File: src/rtl/cps_pkg.sv
`timescale 1ns / 1ps

package cps_pkg;

	// default payload limit in bytes
	localparam int unsigned MAX_PAYLOAD_DEFAULT = 512;

	// register reset values
	localparam logic [7:0] LOCAL_NODE_RESET  = 8'd254;
	localparam logic [7:0] TARGET_NODE_RESET = 8'd69;

	// register map
	localparam int unsigned REG_IDX_W = 1;
	typedef logic [REG_IDX_W-1:0] reg_idx_t;
	localparam reg_idx_t REG_LOCAL_NODE  = 1'b0;
	localparam reg_idx_t REG_TARGET_NODE = 1'b1;
	localparam int unsigned APB_ADDR_W = REG_IDX_W + 2;

	// frame kinds carried in can_id bits 15:8
	localparam logic [7:0] FRAME_KIND_FILL      = 8'd5;
	localparam logic [7:0] FRAME_KIND_FILL_LONG = 8'd6;
	localparam logic [7:0] FRAME_KIND_PROCESS   = 8'd7;
	localparam logic [7:0] FRAME_KIND_SHORT     = 8'd8;

	// largest offset that fits the one-byte fill header
	localparam logic [15:0] SHORT_OFFSET_MAX = 16'd255;

	// output packing: can_id, frame_length, frame_bytes, zero pad
	localparam int unsigned TDATA_W = 88;

	// descriptor queue depth
	localparam int unsigned QUEUE_DEPTH = 4;

	typedef struct packed {
		logic [7:0] local_node;
		logic [7:0] target_node;
	} cps_cfg_t;

	typedef enum logic [1:0] {
		DESC_FILL,
		DESC_SHORT,
		DESC_PROCESS,
		DESC_ERROR
	} desc_kind_t;

	// one frame to build; for a process frame data holds count in 15:0, crc in 31:16
	typedef struct packed {
		desc_kind_t  kind;
		logic [15:0] start;
		logic [2:0]  fill;
		logic [55:0] data;
	} cps_desc_t;

	typedef struct packed {
		logic first;
		logic second;
	} cps_push_t;

	// crc-16 xmodem, one byte
	function automatic logic [15:0] crc16_byte(input logic [15:0] crc, input logic [7:0] b);
		logic [15:0] c;
		c = crc ^ {b, 8'h00};
		for (int i = 0; i < 8; i++) begin
			if (c[15]) begin
				c = {c[14:0], 1'b0} ^ 16'h1021;
			end else begin
				c = {c[14:0], 1'b0};
			end
		end
		return c;
	endfunction

endpackage

File: src/rtl/cps_front.sv
`timescale 1ns / 1ps

module cps_front #(
	parameter int unsigned MAX_PAYLOAD = cps_pkg::MAX_PAYLOAD_DEFAULT
) (
	input  logic                clk,
	input  logic                arst_n,
	input  logic                in_valid,
	output logic                in_ready,
	input  logic [7:0]          in_byte,
	input  logic                in_last,
	input  logic                space_ok,
	output cps_pkg::cps_push_t  push,
	output cps_pkg::cps_desc_t  desc0,
	output cps_pkg::cps_desc_t  desc1
);

	localparam int unsigned CNT_W = $clog2(MAX_PAYLOAD + 1);

	logic [CNT_W-1:0] count_q;
	logic [CNT_W-1:0] start_q;
	logic [2:0]       fill_q;
	logic [15:0]      crc_q;
	logic             too_long_q;
	logic [7:0]       chunk_q [7];

	logic             fire;
	logic             overflow;
	logic             drop;
	logic [CNT_W-1:0] cnt_nx;
	logic [2:0]       fill_nx;
	logic [15:0]      crc_nx;
	logic [55:0]      data_nx;
	logic             cap_full;
	logic             is_short;
	cps_pkg::cps_desc_t fill_desc;

	assign in_ready = space_ok;
	assign fire     = in_valid & space_ok;

	// byte bookkeeping
	assign overflow = !too_long_q && (count_q == CNT_W'(MAX_PAYLOAD));
	assign drop     = too_long_q | overflow;
	assign cnt_nx   = count_q + 1'b1;
	assign fill_nx  = fill_q + 3'd1;
	assign crc_nx   = cps_pkg::crc16_byte(crc_q, in_byte);
	assign is_short = 16'(cnt_nx) <= 16'd6;

	// chunk as it stands with this byte added
	always_comb begin
		for (int i = 0; i < 7; i++) begin
			data_nx[8*i +: 8] = (3'(i) == fill_q) ? in_byte : chunk_q[i];
		end
	end

	// chunk full: seven bytes under a one-byte offset, six under a two-byte one
	always_comb begin
		if (16'(start_q) <= cps_pkg::SHORT_OFFSET_MAX) begin
			cap_full = fill_nx == 3'd7;
		end else begin
			cap_full = fill_nx >= 3'd6;
		end
	end

	always_comb begin
		fill_desc.kind  = cps_pkg::DESC_FILL;
		fill_desc.start = 16'(start_q);
		fill_desc.fill  = fill_nx;
		fill_desc.data  = data_nx;
	end

	// classify the byte into zero, one or two frame descriptors
	always_comb begin
		push  = '0;
		desc0 = fill_desc;
		desc1 = '0;
		desc1.kind = cps_pkg::DESC_PROCESS;
		desc1.data = {24'd0, crc_nx, 16'(cnt_nx)};
		if (fire) begin
			if (drop) begin
				if (in_last) begin
					desc0       = '0;
					desc0.kind  = cps_pkg::DESC_ERROR;
					push.first  = 1'b1;
				end
			end else if (in_last) begin
				push.first = 1'b1;
				if (is_short) begin
					desc0.kind = cps_pkg::DESC_SHORT;
				end else begin
					push.second = 1'b1;
				end
			end else if (cap_full) begin
				push.first = 1'b1;
			end
		end
	end

	// payload state
	always_ff @(posedge clk or negedge arst_n) begin
		if (!arst_n) begin
			count_q    <= '0;
			start_q    <= '0;
			fill_q     <= '0;
			crc_q      <= '0;
			too_long_q <= 1'b0;
		end else if (fire) begin
			if (in_last) begin
				count_q    <= '0;
				start_q    <= '0;
				fill_q     <= '0;
				crc_q      <= '0;
				too_long_q <= 1'b0;
			end else if (drop) begin
				too_long_q <= 1'b1;
			end else begin
				count_q <= cnt_nx;
				crc_q   <= crc_nx;
				if (cap_full) begin
					start_q <= start_q + CNT_W'(fill_nx);
					fill_q  <= '0;
				end else begin
					fill_q <= fill_nx;
				end
			end
		end
	end

	// chunk bytes
	always_ff @(posedge clk) begin
		if (fire && !drop) begin
			chunk_q[fill_q] <= in_byte;
		end
	end

endmodule

File: src/rtl/cps_queue.sv
`timescale 1ns / 1ps

module cps_queue (
	input  logic                clk,
	input  logic                arst_n,
	input  cps_pkg::cps_push_t  push,
	input  cps_pkg::cps_desc_t  wr_desc0,
	input  cps_pkg::cps_desc_t  wr_desc1,
	output logic                space_ok,
	output logic                rd_valid,
	input  logic                rd_ready,
	output cps_pkg::cps_desc_t  rd_desc
);

	localparam int unsigned DEPTH = cps_pkg::QUEUE_DEPTH;
	localparam int unsigned PTR_W = $clog2(DEPTH);
	localparam int unsigned CNT_W = $clog2(DEPTH + 1);

	cps_pkg::cps_desc_t entry_q [DEPTH];
	logic [PTR_W-1:0]   wr_ptr_q;
	logic [PTR_W-1:0]   rd_ptr_q;
	logic [CNT_W-1:0]   count_q;

	logic [CNT_W-1:0]   wr_n;
	logic               pop;

	// room for a two-frame burst
	assign space_ok = count_q <= CNT_W'(DEPTH - 2);
	assign rd_valid = count_q != '0;
	assign rd_desc  = entry_q[rd_ptr_q];
	assign pop      = rd_valid & rd_ready;
	assign wr_n     = CNT_W'(push.first) + CNT_W'(push.second);

	// pointers and fill level
	always_ff @(posedge clk or negedge arst_n) begin
		if (!arst_n) begin
			wr_ptr_q <= '0;
			rd_ptr_q <= '0;
			count_q  <= '0;
		end else begin
			wr_ptr_q <= wr_ptr_q + PTR_W'(wr_n);
			if (pop) begin
				rd_ptr_q <= rd_ptr_q + 1'b1;
			end
			count_q <= count_q + wr_n - CNT_W'(pop);
		end
	end

	// entries
	always_ff @(posedge clk) begin
		if (push.first) begin
			entry_q[wr_ptr_q] <= wr_desc0;
		end
		if (push.second) begin
			entry_q[wr_ptr_q + 1'b1] <= wr_desc1;
		end
	end

endmodule

File: src/rtl/cps_back.sv
`timescale 1ns / 1ps

module cps_back (
	input  logic                          clk,
	input  logic                          arst_n,
	input  cps_pkg::cps_cfg_t             cfg,
	input  logic                          in_valid,
	output logic                          in_ready,
	input  cps_pkg::cps_desc_t            in_desc,
	output logic                          m_tvalid,
	input  logic                          m_tready,
	output logic [cps_pkg::TDATA_W-1:0]   m_tdata,
	output logic                          m_tlast,
	output logic                          m_tuser
);

	logic                        valid_q;
	logic [cps_pkg::TDATA_W-1:0] data_q;
	logic                        last_q;
	logic                        user_q;

	logic        load;
	logic [15:0] can_id;
	logic [3:0]  frame_length;
	logic [63:0] frame_bytes;
	logic        frame_last;
	logic        status;

	assign in_ready = !valid_q | m_tready;
	assign load     = in_valid & in_ready;

	// frame formatting
	always_comb begin
		can_id       = '0;
		frame_length = '0;
		frame_bytes  = '0;
		frame_last   = 1'b0;
		status       = 1'b0;
		case (in_desc.kind)
			cps_pkg::DESC_SHORT: begin
				can_id            = {cps_pkg::FRAME_KIND_SHORT, cfg.target_node};
				frame_length      = 4'(in_desc.fill) + 4'd2;
				frame_bytes[7:0]  = cfg.local_node;
				for (int i = 0; i < 6; i++) begin
					if (3'(i) < in_desc.fill) begin
						frame_bytes[8*(i+2) +: 8] = in_desc.data[8*i +: 8];
					end
				end
				frame_last = 1'b1;
			end
			cps_pkg::DESC_FILL: begin
				if (in_desc.start <= cps_pkg::SHORT_OFFSET_MAX) begin
					can_id           = {cps_pkg::FRAME_KIND_FILL, cfg.target_node};
					frame_length     = 4'(in_desc.fill) + 4'd1;
					frame_bytes[7:0] = in_desc.start[7:0];
					for (int i = 0; i < 7; i++) begin
						if (3'(i) < in_desc.fill) begin
							frame_bytes[8*(i+1) +: 8] = in_desc.data[8*i +: 8];
						end
					end
				end else begin
					can_id            = {cps_pkg::FRAME_KIND_FILL_LONG, cfg.target_node};
					frame_length      = 4'(in_desc.fill) + 4'd2;
					frame_bytes[7:0]  = in_desc.start[15:8];
					frame_bytes[15:8] = in_desc.start[7:0];
					for (int i = 0; i < 6; i++) begin
						if (3'(i) < in_desc.fill) begin
							frame_bytes[8*(i+2) +: 8] = in_desc.data[8*i +: 8];
						end
					end
				end
			end
			cps_pkg::DESC_PROCESS: begin
				can_id       = {cps_pkg::FRAME_KIND_PROCESS, cfg.target_node};
				frame_length = 4'd6;
				frame_bytes  = {16'd0, in_desc.data[23:16], in_desc.data[31:24],
					in_desc.data[7:0], in_desc.data[15:8], 8'd0, cfg.local_node};
				frame_last   = 1'b1;
			end
			cps_pkg::DESC_ERROR: begin
				frame_last = 1'b1;
				status     = 1'b1;
			end
			default: begin
				frame_last = 1'b0;
			end
		endcase
	end

	// output register
	always_ff @(posedge clk or negedge arst_n) begin
		if (!arst_n) begin
			valid_q <= 1'b0;
		end else if (load) begin
			valid_q <= 1'b1;
		end else if (m_tready) begin
			valid_q <= 1'b0;
		end
	end

	always_ff @(posedge clk) begin
		if (load) begin
			data_q <= {4'd0, frame_bytes, frame_length, can_id};
			last_q <= frame_last;
			user_q <= status;
		end
	end

	assign m_tvalid = valid_q;
	assign m_tdata  = data_q;
	assign m_tlast  = last_q;
	assign m_tuser  = user_q;

endmodule

File: src/rtl/can_payload_segmenter.sv
`timescale 1ns / 1ps
// a frame enters the descriptor queue at the transfer of the byte that causes it and then
// passes through the output register to m_tvalid
// throughput: one payload byte per cycle while s_tready is high; at most one frame leaves per
// cycle, so the two frames that close a long payload leave one after the other
// s_tready drops while the four-entry descriptor queue has fewer than two free entries
// reset: arst_n clears all payload state and the queue; local_node resets to 254, target_node to 69
module can_payload_segmenter #(
	parameter int unsigned MAX_PAYLOAD = cps_pkg::MAX_PAYLOAD_DEFAULT
) (
	input  logic                            clk,
	input  logic                            arst_n,
	// apb configuration
	input  logic                            psel,
	input  logic                            penable,
	input  logic                            pwrite,
	input  logic [cps_pkg::APB_ADDR_W-1:0]  paddr,
	input  logic [31:0]                     pwdata,
	output logic [31:0]                     prdata,
	output logic                            pready,
	// payload in
	input  logic                            s_tvalid,
	output logic                            s_tready,
	input  logic [7:0]                      s_tdata,  // payload_byte
	input  logic                            s_tlast,  // last_byte
	// frames out
	output logic                            m_tvalid,
	input  logic                            m_tready,
	output logic [cps_pkg::TDATA_W-1:0]     m_tdata,  // can_id, frame_length, frame_bytes
	output logic                            m_tlast,  // frame_last
	output logic                            m_tuser   // status
);

	logic [7:0]         local_node_q;
	logic [7:0]         target_node_q;
	cps_pkg::reg_idx_t  reg_idx;
	logic               cfg_wr;
	cps_pkg::cps_cfg_t  cfg;

	cps_pkg::cps_push_t push;
	cps_pkg::cps_desc_t desc0;
	cps_pkg::cps_desc_t desc1;
	cps_pkg::cps_desc_t rd_desc;
	logic               space_ok;
	logic               rd_valid;
	logic               rd_ready;

	// register access
	assign pready  = 1'b1;
	assign reg_idx = paddr[cps_pkg::APB_ADDR_W-1:2];
	assign cfg_wr  = psel & penable & pwrite & pready;

	always_ff @(posedge clk or negedge arst_n) begin
		if (!arst_n) begin
			local_node_q  <= cps_pkg::LOCAL_NODE_RESET;
			target_node_q <= cps_pkg::TARGET_NODE_RESET;
		end else if (cfg_wr) begin
			case (reg_idx)
				cps_pkg::REG_LOCAL_NODE:  local_node_q  <= pwdata[7:0];
				cps_pkg::REG_TARGET_NODE: target_node_q <= pwdata[7:0];
				default: begin
					local_node_q <= local_node_q;
				end
			endcase
		end
	end

	always_comb begin
		case (reg_idx)
			cps_pkg::REG_LOCAL_NODE:  prdata = {24'd0, local_node_q};
			cps_pkg::REG_TARGET_NODE: prdata = {24'd0, target_node_q};
			default:                  prdata = '0;
		endcase
	end

	assign cfg.local_node  = local_node_q;
	assign cfg.target_node = target_node_q;

	// byte intake and classification
	cps_front #(
		.MAX_PAYLOAD(MAX_PAYLOAD)
	) u_front (
		.clk      (clk),
		.arst_n   (arst_n),
		.in_valid (s_tvalid),
		.in_ready (s_tready),
		.in_byte  (s_tdata),
		.in_last  (s_tlast),
		.space_ok (space_ok),
		.push     (push),
		.desc0    (desc0),
		.desc1    (desc1)
	);

	// descriptor queue
	cps_queue u_queue (
		.clk      (clk),
		.arst_n   (arst_n),
		.push     (push),
		.wr_desc0 (desc0),
		.wr_desc1 (desc1),
		.space_ok (space_ok),
		.rd_valid (rd_valid),
		.rd_ready (rd_ready),
		.rd_desc  (rd_desc)
	);

	// frame building and output
	cps_back u_back (
		.clk      (clk),
		.arst_n   (arst_n),
		.cfg      (cfg),
		.in_valid (rd_valid),
		.in_ready (rd_ready),
		.in_desc  (rd_desc),
		.m_tvalid (m_tvalid),
		.m_tready (m_tready),
		.m_tdata  (m_tdata),
		.m_tlast  (m_tlast),
		.m_tuser  (m_tuser)
	);

endmodule

File: config.mk
export PLATFORM = sky130hd
export DESIGN_NAME = can_payload_segmenter
export DESIGN_NICKNAME = d
export VERILOG_FILES = /design/src/rtl/cps_pkg.sv /design/src/rtl/cps_front.sv /design/src/rtl/cps_queue.sv /design/src/rtl/cps_back.sv /design/src/rtl/can_payload_segmenter.sv
export SDC_FILE = /design/constraint.sdc
export NUM_CORES = 1
export LEC_CHECK = 0
export BUFFER_PORTS_ARGS = -buffer_cell sky130_fd_sc_hd__buf_2
export CAP_MARGIN = 40
export CORE_ASPECT_RATIO = 0.8
export CORE_MARGIN = 4
export CORE_UTILIZATION = 38
export CTS_BUF_LIST = sky130_fd_sc_hd__clkbuf_2 sky130_fd_sc_hd__clkbuf_4 sky130_fd_sc_hd__clkbuf_8
export CTS_CLUSTER_SIZE = 20
export DETAILED_ROUTE_END_ITERATION = 12
export SLEW_MARGIN = 20
export SYNTH_ARGS = -nofsm -noshare
export SYNTH_HDL_FRONTEND = slang
export SYNTH_HIERARCHICAL = 1
export SYNTH_SLANG_ARGS = --single-unit
File: constraint.sdc
create_clock -name clk -period 7.15 [get_ports clk]
set_input_delay 0 -clock clk [delete_from_list [all_inputs] [get_ports clk]]
set_output_delay 0 -clock clk [all_outputs]
set_load 0.05 [all_outputs]
==> key figures <==
Outcome
  • Status: finished, final reports clean

Logic synthesis
  • Top post-synthesis cells by area: edfxtp_1 (52%), mux2_2 (13%), mux4_2 (6.7%), dfrtp_1 (5.2%), buf_4 (3.0%)
  • Sequential area share after synthesis: 57.8%
  • Synth Cell Area: 26000 um2
  • EDFF count, synth: 446
  • Ys async rst share: 12.5%
  • Yosys warnings: 6
  • Synth cell types: 77
  • Mean Syn Cell Area: 14.8 um2
  • Top post-synthesis cells by count: edfxtp_1 (446), mux2_2 (302), buf_4 (102), nand2_1 (83), mux4_2 (77)
  • Synth area leader: edfxtp_1
  • Syn Inst Count: 1750
  • Main flop type after synthesis: edfxtp_1
  • Yosys top cell area share: 51.6%
  • Yosys reg bits: 510
  • Count leader, synth: edfxtp_1

Global route
  • Global-route usage over all layers: 18.7%
  • Initial antenna violation count: 0
  • Largest net degree at the start of global routing: 67
  • GR Overflow Total: 0
  • Wire length of the first global-routing pass: 103000 um
  • Vias in the first global route: 16.0k

Timing
  • Final setup viols: 0
  • Slew headroom: 45.0%
  • Unrepaired setup endpoints after global routing: false
  • Endpoints failing hold: 0
  • Clock period minus final worst setup slack: 4390 ps
  • Fin. max-slew vios: 0
  • Slew of the pin with the lowest slew margin: 826 ps
  • Final Cycle Share: 61.4%
  • Max Clock Freq: 228 MHz
  • Fin Setup TNS: 0 ps
  • Clk_skew: 35.2 ps

Clock tree
  • Post-CTS setup buffer count: 0
  • Sink Count: 510
  • Clk_lat worst skew: 680 ps
  • Number of H-tree levels: 3
  • Root Driver: clkbuf_8
  • Number of buffers created by CTS: 83
  • Clock buffer depth: 3
  • Clock transition at the registers of the reported paths: 60 ps
  • CTS tree: yes

Worst setup path
  • Crit Path Max Fanout: 28
  • Startpoint types: flop
  • CP peak stage delay: 860 ps
  • FF-to-FF setup slack: 2760 ps
  • Crit path kind: reg -> reg
  • CP top delay family: simple AND/OR/NAND/NOR gates
  • Critical Path AT: 4880 ps
  • Worst path cell trace: buf_4, mux4_2, nor4_1, nand3_1, nor3_4, a32o_1
  • WP buf/inv: 1
  • Worst path slowest cell: dfrtp_4
  • Worst path required time: 7640 ps
  • Worst setup EP type: flop

Layout
  • Share of cells above drive strength 1: 36.6%
  • Non-filler cells, final: 2895
  • Design Area, Final: 29400 um2
  • Fill count: 6068
  • Final nets: 1997
  • Core Util, Final: 43.6%
  • Area Overhead vs Synth: 13.4%
  • Ant diodes: 0

Route
  • Drt first pass iters: 5
  • Vias per inst: 5.37
  • Vias: 15.6k
  • DR WL/cell: 23.9 um
  • Routed Wire Length: 69100 um
  • DR iter-0 viols: 1275
  • Antenna-violating nets left: 0
  • Drt drc: 0

Place
  • Final RePlAce weighted congestion: 0.826
  • Placed insts: 2710
  • HPWL Detailed: 44000 um
  • I/O Buffers: 116
  • Post-DP Area: 27400 um2

Die
  • Die area: 72600 um2
  • Chip Height: 242 um
  • Core ar.: 67400 um2
  • I/O pin cnt: 176
  • # rows: 85
  • DIE WIDTH: 300 um
  • Effective utilization at floorplan: 38.5%

Power
  • Post-layout power: 0.0120 W
  • P per Cell Area: 406 nW/um2
  • Peak VDD IR: 0.332 mV
  • Static Leak: 10.8 nW

Run
  • Maxcap violations: 0

Worst hold path
  • Hold crit path type: in -> reg
==> cell type report <==
| class | count | area [um2] | area share [%] |
|---|---|---|---|
| Clock buffer | 116 | 1450 | 4.91 |
| Clock inverter | 36 | 275 | 0.935 |
| Inverter | 33 | 124 | 0.421 |
| Multi-Input combinational cell | 1097 | 10000 | 34.0 |
| Sequential cell | 510 | 15000 | 51.0 |
| Tap cell | 913 | 1140 | 3.88 |
| Timing Repair Buffer | 190 | 1420 | 4.83 |
==> where the power goes <==
group / internal (W) / switching (W) / leakage [nW]
Clock: 0.00146 / 0.00119 / 0.915
Combinational: 0.00169 / 0.00328 / 4.99
Sequential: 0.00401 / 0.000337 / 4.91
Total: 0.00716 / 0.00480 / 10.8
==> per-layer routing <==
metal | wire length [um] | global-route usage, % | vias to the layer above
li1 | - | - | 6902
met1 | 32000 | 27.3 | 7983
met2 | 30200 | 27.7 | 576
met3 | 5850 | 5.47 | 89
met4 | 1100 | 4.34 | 0
met5 | 0 | 0 | -
==> flip-flops by register name, indices dropped and copies added, names as in the netlist <==
signal and count:
u_queue/wr_ptr_q 2, u_front/fill_q 3, u_queue/entry_q 308, u_back/m_tvalid 1, local_node_q 8, u_back/m_tuser 1
u_queue/count_q 3, u_back/m_tlast 1, u_back/m_tdata 80, u_front/crc_q 16, u_queue/rd_ptr_q 2, u_front/chunk_q 56
u_front/too_long_q 1, u_front/count_q 10, u_front/start_q 10, target_node_q 8
==> placed cells by master (no fill, tap or decap), types with 34 or more instances in the layout <==
| master | n |
|---|---|
| dfrtp_1 | 52 |
| a21oi_1 | 66 |
| mux2i_1 | 34 |
| nand2_1 | 83 |
| nand3_1 | 49 |
| mux2_2 | 302 |
| clkbuf_8 | 92 |
| conb_1 | 90 |
| edfxtp_1 | 446 |
| mux4_2 | 77 |
| buf_2 | 118 |
| nor2_1 | 55 |
==> worst min-delay path, delay by kind of cell <==
kind     cells  cell delay [ps]
buf+inv      2              630
mux          1              140
==> through the flow <==
step / hold slack, ps / setup slack (ps)
after floorplan: -296 / -585
after global routing: 98.4 / 2590
after global placement: 199 / 2190
after CTS: 64.1 / 2740
after detailed placement: -88.9 / 2790
final: 128 / 2760
==> final timing paths <==
check,to,from,cells past startpoint
setup / recovery,u_back/m_tdata[83],u_queue/rd_ptr_q[0],6
hold / removal,local_node_q[5],pwdata[5],3
setup reg to reg,u_back/m_tdata[83],u_queue/rd_ptr_q[0],6
hold reg to reg,target_node_q[7],target_node_q[7],1
max in group asynchronous,target_node_q[2],arst_n,5
min in group asynchronous,u_front/crc_q[15],arst_n,4
==> logic make-up after synthesis <==
logic type                 Yosys count  synth area share, %
DFF                                510                 57.8
and+or+nand+nor                    289                 5.76
muxes                              446                 22.6
buffers and inverters              228                 5.11
other                                5               0.0723
AOI/OAI and AO/OA                  199                 5.58
adders and majority gates           32                 1.59
xor gates and xnor gates            41                 1.50
==> timing repair <==
item | 4_1_cts | 5_1_grt
resized for setup | 0 | 0
hold buffers | 28 | 0
hold endpoints to repair | 151 | 0
(Power assumes the default switching activity.)
